--- config.mk ---
export PLATFORM = sky130hd
export DESIGN_NAME = command_frame_builder_crc8_top
export DESIGN_NICKNAME = d
export VERILOG_FILES = /design/src/design/cfb_pkg.sv /design/src/design/cfb_front.sv /design/src/design/cfb_queue.sv /design/src/design/cfb_back.sv /design/src/design/command_frame_builder_crc8_top.sv
export SDC_FILE = /design/constraint.sdc
export NUM_CORES = 1
export LEC_CHECK = 0
export ABC_AREA = 1
export BUFFER_PORTS_ARGS = -buffer_cell sky130_fd_sc_hd__buf_4
export CAP_MARGIN = 25
export CORE_MARGIN = 2
export CORE_UTILIZATION = 50
export CTS_CLUSTER_SIZE = 25
export DETAILED_ROUTE_END_ITERATION = 10
export PLACE_DENSITY = 0.76
export SLEW_MARGIN = 20
export SYNTH_ARGS = -nofsm -noshare
export SYNTH_HDL_FRONTEND = slang
export SYNTH_SLANG_ARGS = --single-unit
export TNS_END_PERCENT = 30
--- constraint.sdc ---
create_clock -name clk -period 12.1 [get_ports clk]
set_input_delay 1.21 -clock clk [delete_from_list [all_inputs] [get_ports clk]]
set_output_delay 1.21 -clock clk [all_outputs]
set_load 0.02 [all_outputs]
--- src/design/cfb_pkg.sv ---
// Shared types and constants of the command frame builder.
// Used by the front, queue, back and top modules; no dependencies.
`timescale 1ns / 1ps
package cfb_pkg;

    localparam int MAX_PAYLOAD_DEF = 8;
    localparam int PAYLOAD_W       = 64;
    localparam int PAYLOAD_BYTES   = PAYLOAD_W / 8;
    localparam int LEN_W           = 4;
    localparam int POS_W           = 4;
    localparam int Q_DEPTH         = 2;
    localparam int Q_ADDR_W        = $clog2(Q_DEPTH);
    localparam int Q_CNT_W         = $clog2(Q_DEPTH + 1);

    localparam logic [7:0] CMD_MAX    = 8'h11;
    localparam logic [7:0] CRC_POLY   = 8'h1D;
    localparam logic [7:0] CRC_INIT   = 8'hFF;
    localparam logic [7:0] CRC_XOROUT = 8'hFF;

    localparam logic [POS_W-1:0] POS_MARKER    = 4'd0;
    localparam logic [POS_W-1:0] POS_COMMAND   = 4'd1;
    localparam logic [POS_W-1:0] POS_LEN       = 4'd2;
    localparam logic [POS_W-1:0] HDR_BYTES     = 4'd3;
    localparam logic [POS_W-1:0] FIXED_LAST    = 4'd3;

    localparam int ADDR_W = 4;
    localparam logic [1:0] REG_USE_P1    = 2'd0;
    localparam logic [1:0] REG_MARKER_V1 = 2'd1;
    localparam logic [1:0] REG_MARKER_V2 = 2'd2;

    typedef struct packed {
        logic [7:0]           marker;
        logic [7:0]           command;
        logic [LEN_W-1:0]     len;
        logic [PAYLOAD_W-1:0] data;
        logic                 crc_mode;
    } desc_t;

    typedef struct packed {
        logic  valid;
        desc_t desc;
    } q_rd_t;

    typedef struct packed {
        logic full;
        logic empty;
    } q_stat_t;

endpackage

--- src/design/cfb_front.sv ---
// Front end: accepts command items, rejects bad ones, builds frame descriptors.
// Depends on cfb_pkg.
`timescale 1ns / 1ps
module cfb_front #(
    parameter int MAX_PAYLOAD = cfb_pkg::MAX_PAYLOAD_DEF
) (
    input  logic                          accept,
    input  logic [7:0]                    command,
    input  logic [7:0]                    payload_len,
    input  logic [cfb_pkg::PAYLOAD_W-1:0] payload,
    input  logic                          use_p1,
    input  logic [7:0]                    marker_v1,
    input  logic [7:0]                    marker_v2,
    output logic                          push,
    output cfb_pkg::desc_t                desc
);

    logic                          item_ok;
    logic [7:0]                    marker;
    logic [cfb_pkg::PAYLOAD_W-1:0] masked;

    always_comb
    begin
        item_ok = (command <= cfb_pkg::CMD_MAX) && (payload_len <= 8'(MAX_PAYLOAD));
        for (int k = 0; k < cfb_pkg::PAYLOAD_BYTES; k++)
        begin
            masked[8*k +: 8] = (8'(k) < payload_len) ? payload[8*k +: 8] : 8'h00;
        end
        marker = use_p1 ? marker_v1 : marker_v2;

        desc.marker   = marker;
        desc.command  = command;
        desc.len      = payload_len[cfb_pkg::LEN_W-1:0];
        desc.crc_mode = (marker == marker_v2);
        desc.data     = masked;
        // swap a two-byte payload: high byte first
        if (payload_len == 8'd2)
        begin
            desc.data[7:0]  = masked[15:8];
            desc.data[15:8] = masked[7:0];
        end
        push = accept && item_ok;
    end

endmodule

--- src/design/cfb_queue.sv ---
// Short descriptor queue between front and back.
// Depends on cfb_pkg.
`timescale 1ns / 1ps
module cfb_queue (
    input  logic              clk,
    input  logic              rst_n,
    input  logic              push,
    input  cfb_pkg::desc_t    wr_desc,
    input  logic              pop,
    output cfb_pkg::q_rd_t    rd,
    output cfb_pkg::q_stat_t  stat
);

    cfb_pkg::desc_t                slot_reg [cfb_pkg::Q_DEPTH];
    logic [cfb_pkg::Q_ADDR_W-1:0]  wr_ptr_reg, wr_ptr_next;
    logic [cfb_pkg::Q_ADDR_W-1:0]  rd_ptr_reg, rd_ptr_next;
    logic [cfb_pkg::Q_CNT_W-1:0]   count_reg, count_next;
    logic                          do_push;
    logic                          do_pop;

    always_comb
    begin
        stat.full   = (count_reg == cfb_pkg::Q_CNT_W'(cfb_pkg::Q_DEPTH));
        stat.empty  = (count_reg == '0);
        do_push     = push && !stat.full;
        do_pop      = pop && !stat.empty;
        rd.valid    = !stat.empty;
        rd.desc     = slot_reg[rd_ptr_reg];

        wr_ptr_next = wr_ptr_reg;
        rd_ptr_next = rd_ptr_reg;
        count_next  = count_reg;
        if (do_push)
        begin
            wr_ptr_next = (wr_ptr_reg == cfb_pkg::Q_ADDR_W'(cfb_pkg::Q_DEPTH - 1))
                          ? '0 : wr_ptr_reg + 1'b1;
        end
        if (do_pop)
        begin
            rd_ptr_next = (rd_ptr_reg == cfb_pkg::Q_ADDR_W'(cfb_pkg::Q_DEPTH - 1))
                          ? '0 : rd_ptr_reg + 1'b1;
        end
        if (do_push && !do_pop)
        begin
            count_next = count_reg + 1'b1;
        end
        else if (do_pop && !do_push)
        begin
            count_next = count_reg - 1'b1;
        end
    end

    always_ff @(posedge clk or negedge rst_n)
    begin
        if (!rst_n)
        begin
            wr_ptr_reg <= '0;
            rd_ptr_reg <= '0;
            count_reg  <= '0;
        end
        else
        begin
            wr_ptr_reg <= wr_ptr_next;
            rd_ptr_reg <= rd_ptr_next;
            count_reg  <= count_next;
        end
    end

    always_ff @(posedge clk)
    begin
        if (do_push)
        begin
            slot_reg[wr_ptr_reg] <= wr_desc;
        end
    end

endmodule

--- src/design/cfb_back.sv ---
// Back end: byte sequencer that sends one frame per descriptor; running CRC-8, sent only in CRC mode.
// Depends on cfb_pkg.
`timescale 1ns / 1ps
module cfb_back (
    input  logic            clk,
    input  logic            rst_n,
    input  cfb_pkg::q_rd_t  rd,
    output logic            pop,
    output logic            active,
    output logic            out_valid,
    output logic [7:0]      out_byte,
    output logic            last
);

    typedef enum logic [1:0] {
        ST_IDLE = 2'b01,
        ST_SEND = 2'b10
    } state_t;

    state_t                          state_reg, state_next;
    logic [cfb_pkg::POS_W-1:0]       pos_reg, pos_next;
    logic [cfb_pkg::POS_W-1:0]       last_pos_reg, last_pos_next;
    logic [7:0]                      crc_reg, crc_next;
    logic [7:0]                      marker_reg, marker_next;
    logic [7:0]                      cmd_reg, cmd_next;
    logic [cfb_pkg::LEN_W-1:0]       len_reg, len_next;
    logic [cfb_pkg::PAYLOAD_W-1:0]   data_reg, data_next;
    logic                            crc_mode_reg, crc_mode_next;
    logic                            out_valid_reg, out_valid_next;
    logic [7:0]                      out_byte_reg, out_byte_next;
    logic                            last_reg, last_next;
    logic                            sending;
    logic                            is_last;
    logic                            load;
    logic                            shift;
    logic [7:0]                      cur_byte;

    function automatic logic [7:0] crc8_step(input logic [7:0] crc, input logic [7:0] b);
        logic [7:0] c;
        c = crc ^ b;
        for (int i = 0; i < 8; i++)
        begin
            c = c[7] ? ((c << 1) ^ cfb_pkg::CRC_POLY) : (c << 1);
        end
        return c;
    endfunction

    always_comb
    begin
        sending  = (state_reg == ST_SEND);
        is_last  = sending && (pos_reg == last_pos_reg);
        load     = rd.valid && (!sending || is_last);
        shift    = 1'b0;
        cur_byte = data_reg[7:0];

        if (pos_reg == cfb_pkg::POS_MARKER)
        begin
            cur_byte = marker_reg;
        end
        else if (pos_reg == cfb_pkg::POS_COMMAND)
        begin
            cur_byte = cmd_reg;
        end
        else if (crc_mode_reg && pos_reg == cfb_pkg::POS_LEN)
        begin
            cur_byte = 8'(len_reg);
        end
        else if (crc_mode_reg && pos_reg == last_pos_reg)
        begin
            cur_byte = crc_reg ^ cfb_pkg::CRC_XOROUT;
        end
        else
        begin
            shift = 1'b1;
        end

        state_next     = state_reg;
        pos_next       = pos_reg;
        last_pos_next  = last_pos_reg;
        crc_next       = crc_reg;
        marker_next    = marker_reg;
        cmd_next       = cmd_reg;
        len_next       = len_reg;
        data_next      = data_reg;
        crc_mode_next  = crc_mode_reg;
        out_valid_next = sending;
        out_byte_next  = cur_byte;
        last_next      = is_last;

        case (state_reg)
            ST_IDLE:
            begin
            end
            ST_SEND:
            begin
                pos_next = pos_reg + 1'b1;
                crc_next = crc8_step(crc_reg, cur_byte);
                if (shift)
                begin
                    data_next = data_reg >> 8;
                end
                if (is_last)
                begin
                    state_next = ST_IDLE;
                end
            end
            default:
            begin
                state_next = ST_IDLE;
            end
        endcase

        if (load)
        begin
            state_next    = ST_SEND;
            pos_next      = '0;
            crc_next      = cfb_pkg::CRC_INIT;
            marker_next   = rd.desc.marker;
            cmd_next      = rd.desc.command;
            len_next      = rd.desc.len;
            data_next     = rd.desc.data;
            crc_mode_next = rd.desc.crc_mode;
            last_pos_next = rd.desc.crc_mode
                            ? cfb_pkg::HDR_BYTES + cfb_pkg::POS_W'(rd.desc.len)
                            : cfb_pkg::FIXED_LAST;
        end

        pop       = load;
        active    = sending;
        out_valid = out_valid_reg;
        out_byte  = out_byte_reg;
        last      = last_reg;
    end

    always_ff @(posedge clk or negedge rst_n)
    begin
        if (!rst_n)
        begin
            state_reg     <= ST_IDLE;
            pos_reg       <= '0;
            last_pos_reg  <= '0;
            out_valid_reg <= 1'b0;
            last_reg      <= 1'b0;
        end
        else
        begin
            state_reg     <= state_next;
            pos_reg       <= pos_next;
            last_pos_reg  <= last_pos_next;
            out_valid_reg <= out_valid_next;
            last_reg      <= last_next;
        end
    end

    always_ff @(posedge clk)
    begin
        crc_reg      <= crc_next;
        marker_reg   <= marker_next;
        cmd_reg      <= cmd_next;
        len_reg      <= len_next;
        data_reg     <= data_next;
        crc_mode_reg <= crc_mode_next;
        out_byte_reg <= out_byte_next;
    end

endmodule

--- src/design/command_frame_builder_crc8_top.sv ---
// Command frame builder with CRC-8 SAE J1850: top level, APB registers, assertions.
// First byte of a frame: queue slot, then sequencer state, then out_byte register.
// Throughput: one byte per cycle; a frame is 4 + length bytes (4 for fixed
// framing), so the back byte sequencer sets how often a new item is taken.
// A two-entry queue takes start while a frame goes out; rejected items give no bytes.
// Reset clears registers, queue and sequencer at once; the receiver cannot stall.
`timescale 1ns / 1ps
module command_frame_builder_crc8_top #(
    parameter int MAX_PAYLOAD = cfb_pkg::MAX_PAYLOAD_DEF
) (
    input  logic                          clk,
    input  logic                          rst_n,
    input  logic                          start,
    output logic                          busy,
    input  logic [7:0]                    command,
    input  logic [7:0]                    payload_len,
    input  logic [cfb_pkg::PAYLOAD_W-1:0] payload,
    output logic                          out_valid,
    output logic [7:0]                    out_byte,
    output logic                          last,
    input  logic                          psel,
    input  logic                          penable,
    input  logic                          pwrite,
    input  logic [cfb_pkg::ADDR_W-1:0]    paddr,
    input  logic [31:0]                   pwdata,
    output logic [31:0]                   prdata,
    output logic                          pready
);

    logic               use_p1_reg, use_p1_next;
    logic [7:0]         marker_v1_reg, marker_v1_next;
    logic [7:0]         marker_v2_reg, marker_v2_next;
    logic               cfg_wr;
    logic [1:0]         reg_idx;
    logic               accept;
    logic               push;
    logic               pop;
    logic               back_active;
    cfb_pkg::desc_t     desc;
    cfb_pkg::q_rd_t     q_rd;
    cfb_pkg::q_stat_t   q_stat;

    always_comb
    begin
        pready         = 1'b1;
        cfg_wr         = psel && penable && pwrite && pready;
        reg_idx        = paddr[3:2];
        use_p1_next    = use_p1_reg;
        marker_v1_next = marker_v1_reg;
        marker_v2_next = marker_v2_reg;
        prdata         = '0;
        case (reg_idx)
            cfb_pkg::REG_USE_P1:
            begin
                prdata = 32'(use_p1_reg);
                if (cfg_wr)
                begin
                    use_p1_next = pwdata[0];
                end
            end
            cfb_pkg::REG_MARKER_V1:
            begin
                prdata = 32'(marker_v1_reg);
                if (cfg_wr)
                begin
                    marker_v1_next = pwdata[7:0];
                end
            end
            cfb_pkg::REG_MARKER_V2:
            begin
                prdata = 32'(marker_v2_reg);
                if (cfg_wr)
                begin
                    marker_v2_next = pwdata[7:0];
                end
            end
            default:
            begin
                prdata = '0;
            end
        endcase
        busy   = q_stat.full;
        accept = start && !busy;
    end

    always_ff @(posedge clk or negedge rst_n)
    begin
        if (!rst_n)
        begin
            use_p1_reg    <= 1'b0;
            marker_v1_reg <= 8'h00;
            marker_v2_reg <= 8'h00;
        end
        else
        begin
            use_p1_reg    <= use_p1_next;
            marker_v1_reg <= marker_v1_next;
            marker_v2_reg <= marker_v2_next;
        end
    end

    cfb_front #(
        .MAX_PAYLOAD (MAX_PAYLOAD)
    ) u_front (
        .accept      (accept),
        .command     (command),
        .payload_len (payload_len),
        .payload     (payload),
        .use_p1      (use_p1_reg),
        .marker_v1   (marker_v1_reg),
        .marker_v2   (marker_v2_reg),
        .push        (push),
        .desc        (desc)
    );

    cfb_queue u_queue (
        .clk     (clk),
        .rst_n   (rst_n),
        .push    (push),
        .wr_desc (desc),
        .pop     (pop),
        .rd      (q_rd),
        .stat    (q_stat)
    );

    cfb_back u_back (
        .clk       (clk),
        .rst_n     (rst_n),
        .rd        (q_rd),
        .pop       (pop),
        .active    (back_active),
        .out_valid (out_valid),
        .out_byte  (out_byte),
        .last      (last)
    );

`ifndef SYNTHESIS
    a_frame_contiguous: assert property (@(posedge clk) disable iff (!rst_n)
        out_valid && !last |=> out_valid)
        else $error("frame bytes not contiguous");

    a_push_lands: assert property (@(posedge clk) disable iff (!rst_n)
        push |=> (!q_stat.empty || back_active))
        else $error("accepted item lost");

    a_pending_drains: assert property (@(posedge clk) disable iff (!rst_n)
        !q_stat.empty && !back_active |=> back_active)
        else $error("queued item not started");

    a_last_ends_send: assert property (@(posedge clk) disable iff (!rst_n)
        out_valid && last && !$past(pop) |-> !back_active)
        else $error("sequencer still active after last byte");
`endif

endmodule

==> flow_metrics.tcl <==
set metrics [dict create \
    synth.distinct_cells 41 \
    cp_max_fo 73 \
    finalSetupViolCount 0 \
    grt_start_max_net_pins 99 \
    wl_per_cell_um 15.3 \
    synth_ff_type "edfxtp_1" \
    switching_share_pct 38.8 \
    async_flop_share_pct 10.9 \
    layout.nets 1494 \
    worstPathArrival_ns 4.02 \
    antenna_found_initial 1 \
    ioPinCount 166 \
    cap_violations 0 \
    first_pass_iters 5 \
    ys_seq_area_share_pct 66.9 \
    fin_crit_sh_pct 31.9 \
    hold_buffers 0 \
    fin_util_pct 58.6 \
    chipWidth_um 166 \
    drive_above_1_share_pct 15.7 \
    ys_seq_elements 304 \
    slowest_delay_ns 0.82 \
    start_util_pct 50.6 \
    hp-class "reg2reg" \
    p_clk_share_pct 22.0 \
    ir_worst_vdd_uv 272 \
    viasPerCell 5.14 \
    hpwlAfterDp_um 16800 \
    slew_headroom_pct 29.8 \
    max_freq_ghz 0.259 \
    detail-route-antenna-nets 0 \
    syn2layout_area_growth_pct 15.8 \
    p_int_mw 2.61 \
    rsz0062_at_grt "no" \
    fin_setup_tns_ns 0 \
    finalHoldViolCount 0 \
    period_needed_ns 3.86 \
    placed_area_um2 14200 \
    htree_levels 1 \
    post_cts_resized 0 \
    powerDensity_nw_per_um2 279 \
    critical_path.cell_chain "buf_4 > nor2_1 > inv_1 > o21ai_0 > nand2_1 > nor4_1 > inv_1 > nor2_4 > buf_4" \
    startpoint_type "input pin" \
    grt_pass1_vias 8719 \
    clk_latency_ns 0.58 \
    finalWeightedCongestion 0.896 \
    num_rows 59 \
    synth_edf_count 255 \
    cts.path.max_buffers 3 \
    drv_slew 0 \
    comb_power_share_pct 39.3 \
    core_area_um2 26000 \
    skew_ns 0.0394 \
    dieArea_um2 27600 \
    status "completed" \
    crit_type "in2reg" \
    drc 0 \
    p_seq_share_pct 38.7 \
    p_sw_mw 1.65 \
    netlist_area_um2 13200 \
    grt_use_total_pct 19.2 \
    cts_tree "built" \
    largest_register_ffs 170 \
    numCtsBuffers 30 \
    fin_area_um2 15200 \
    end_kind "flip-flop" \
    clock_sinks 304 \
    finalPower_mw 4.26 \
    timing.hold.ws_ns 0.509 \
    p_leak_nw 6.47 \
    grt.overflow.total 0 \
    crit_required_ns 12.26 \
    yosys_warnings 0 \
    synth_area_per_cell_um2 10.5 \
    slowest_stage "buf_4" \
    vias 8878 \
    syn_inst 1259 \
    wl_um 26500 \
    worstMarginPinSlew_ns 1.05 \
    path_clk_slew_ns 0.06 \
    ctsRootBufferMaster "clkbuf_16" \
    final_cell_mix "366 x nand2_1, 255 x edfxtp_1, 121 x inv_1, 121 x buf_4, 116 x nor2_1" \
    die_h_um 166 \
    first_iter_violations 721 \
    port_buffers 114 \
    cts_post_setup_buffers_inserted 0 \
    grt_pass1_wl_um 43000 \
    final_common_cell "nand2_1" \
]
## synth_stat cells (2+ instances only)
library cell | number | area, um^2
or2_2 | 8 | 50.1
nor3_1 | 2 | 10.0
conb_1 | 2 | 7.51
o31ai_1 | 6 | 45.0
dfxtp_1 | 16 | 320
ha_1 | 6 | 75.1
xnor2_1 | 4 | 35.0
nand3b_1 | 4 | 30.0
clkbuf_1 | 32 | 120
inv_1 | 123 | 462
a22o_1 | 4 | 35.0
o21ai_0 | 61 | 305
nand2_2 | 18 | 113
a31oi_1 | 58 | 363
nor2_1 | 118 | 443
dfrtp_1 | 32 | 801
or2_1 | 2 | 12.5
nor4_1 | 2 | 12.5
xor2_1 | 11 | 96.3
inv_2 | 8 | 30.0
nand3_2 | 2 | 20.0
nand4_1 | 8 | 50.1
o21ai_1 | 4 | 20.0
a21oi_1 | 23 | 115
o21ai_2 | 2 | 17.5
edfxtp_1 | 255 | 7660
nand3_1 | 34 | 170
buf_4 | 26 | 195
buf_2 | 10 | 50.1
nand2_1 | 367 | 1380
## power by group through the flow
stage	logic (mW)	registers (mW)	clock network (mW)
2_1_floorplan	1.26	1.66	0
3_3_place_gp	1.63	1.66	0
3_5_place_dp	1.67	1.67	0
4_1_cts	1.68	1.65	0.948
5_1_grt	1.91	1.67	0.992
6_report	1.67	1.65	0.934
## layout make-up
| type | count | area [um^2] |
|---|---|---|
| diodes | 1 | 2.50 |
| clock buffers | 43 | 870 |
| clock inverters | 13 | 149 |
| fillers | 2128 | 10700 |
| inverters | 132 | 499 |
| multi-input cells | 777 | 3590 |
| flip-flops and latches | 304 | 8810 |
| well taps | 335 | 419 |
| repair buffers | 121 | 908 |
## per-stage QoR
stage / setup slack, ns / instances
floorplan: 5.82 / 1282
global placement: 7.64 / 1669
detailed placement: 7.71 / 1669
CTS: 8.29 / 1725
global route: 8.07 / 1726
finish: 8.24 / 1726
## critical path: cells and delay by family
kind	cells	cell delay [ns]
simple gates	4	1.09
buf+inv	4	1.26
compound gates	1	0.34
## worst paths after layout
kind / startpoint / to / slack [ns] / cells past startpoint
setup / recovery: payload_len[0] / u_queue.slot_reg[1][3]$_DFFE_PP_ / 8.24 / 9
hold / removal: marker_v2_reg[6]$_DFFE_PN0P_ / marker_v2_reg[6]$_DFFE_PN0P_ / 0.51 / 2
setup reg to reg: u_back.state_reg[0]$_DFFE_PN1P_ / u_back.data_reg[3]$_DFFE_PP_ / 8.70 / 8
hold reg to reg: marker_v2_reg[6]$_DFFE_PN0P_ / marker_v2_reg[6]$_DFFE_PN0P_ / 0.51 / 2
max in group asynchronous: rst_n / u_back.state_reg[0]$_DFFE_PN1P_ / 11.13 / 1
min in group asynchronous: rst_n / marker_v1_reg[6]$_DFFE_PN0P_ / 0.58 / 1
## routing by layer
metal,global-route usage [%],vias to the layer above,wire length (um)
met1,24.6,4173,10900
met5,0,-,0
met4,7.80,0,900
li1,-,4380,-
met2,33.1,257,13400
met3,2.60,68,1250
## kinds of logic after synthesis
logic type | share of synthesized area [%]
compound gates | 7.02
xor+xnor | 0.998
fa+ha+maj | 0.570
buf+inv | 6.63
flops | 66.9
other cells | 0.0571
simple gates | 17.8
(Power assumes the default switching activity.)
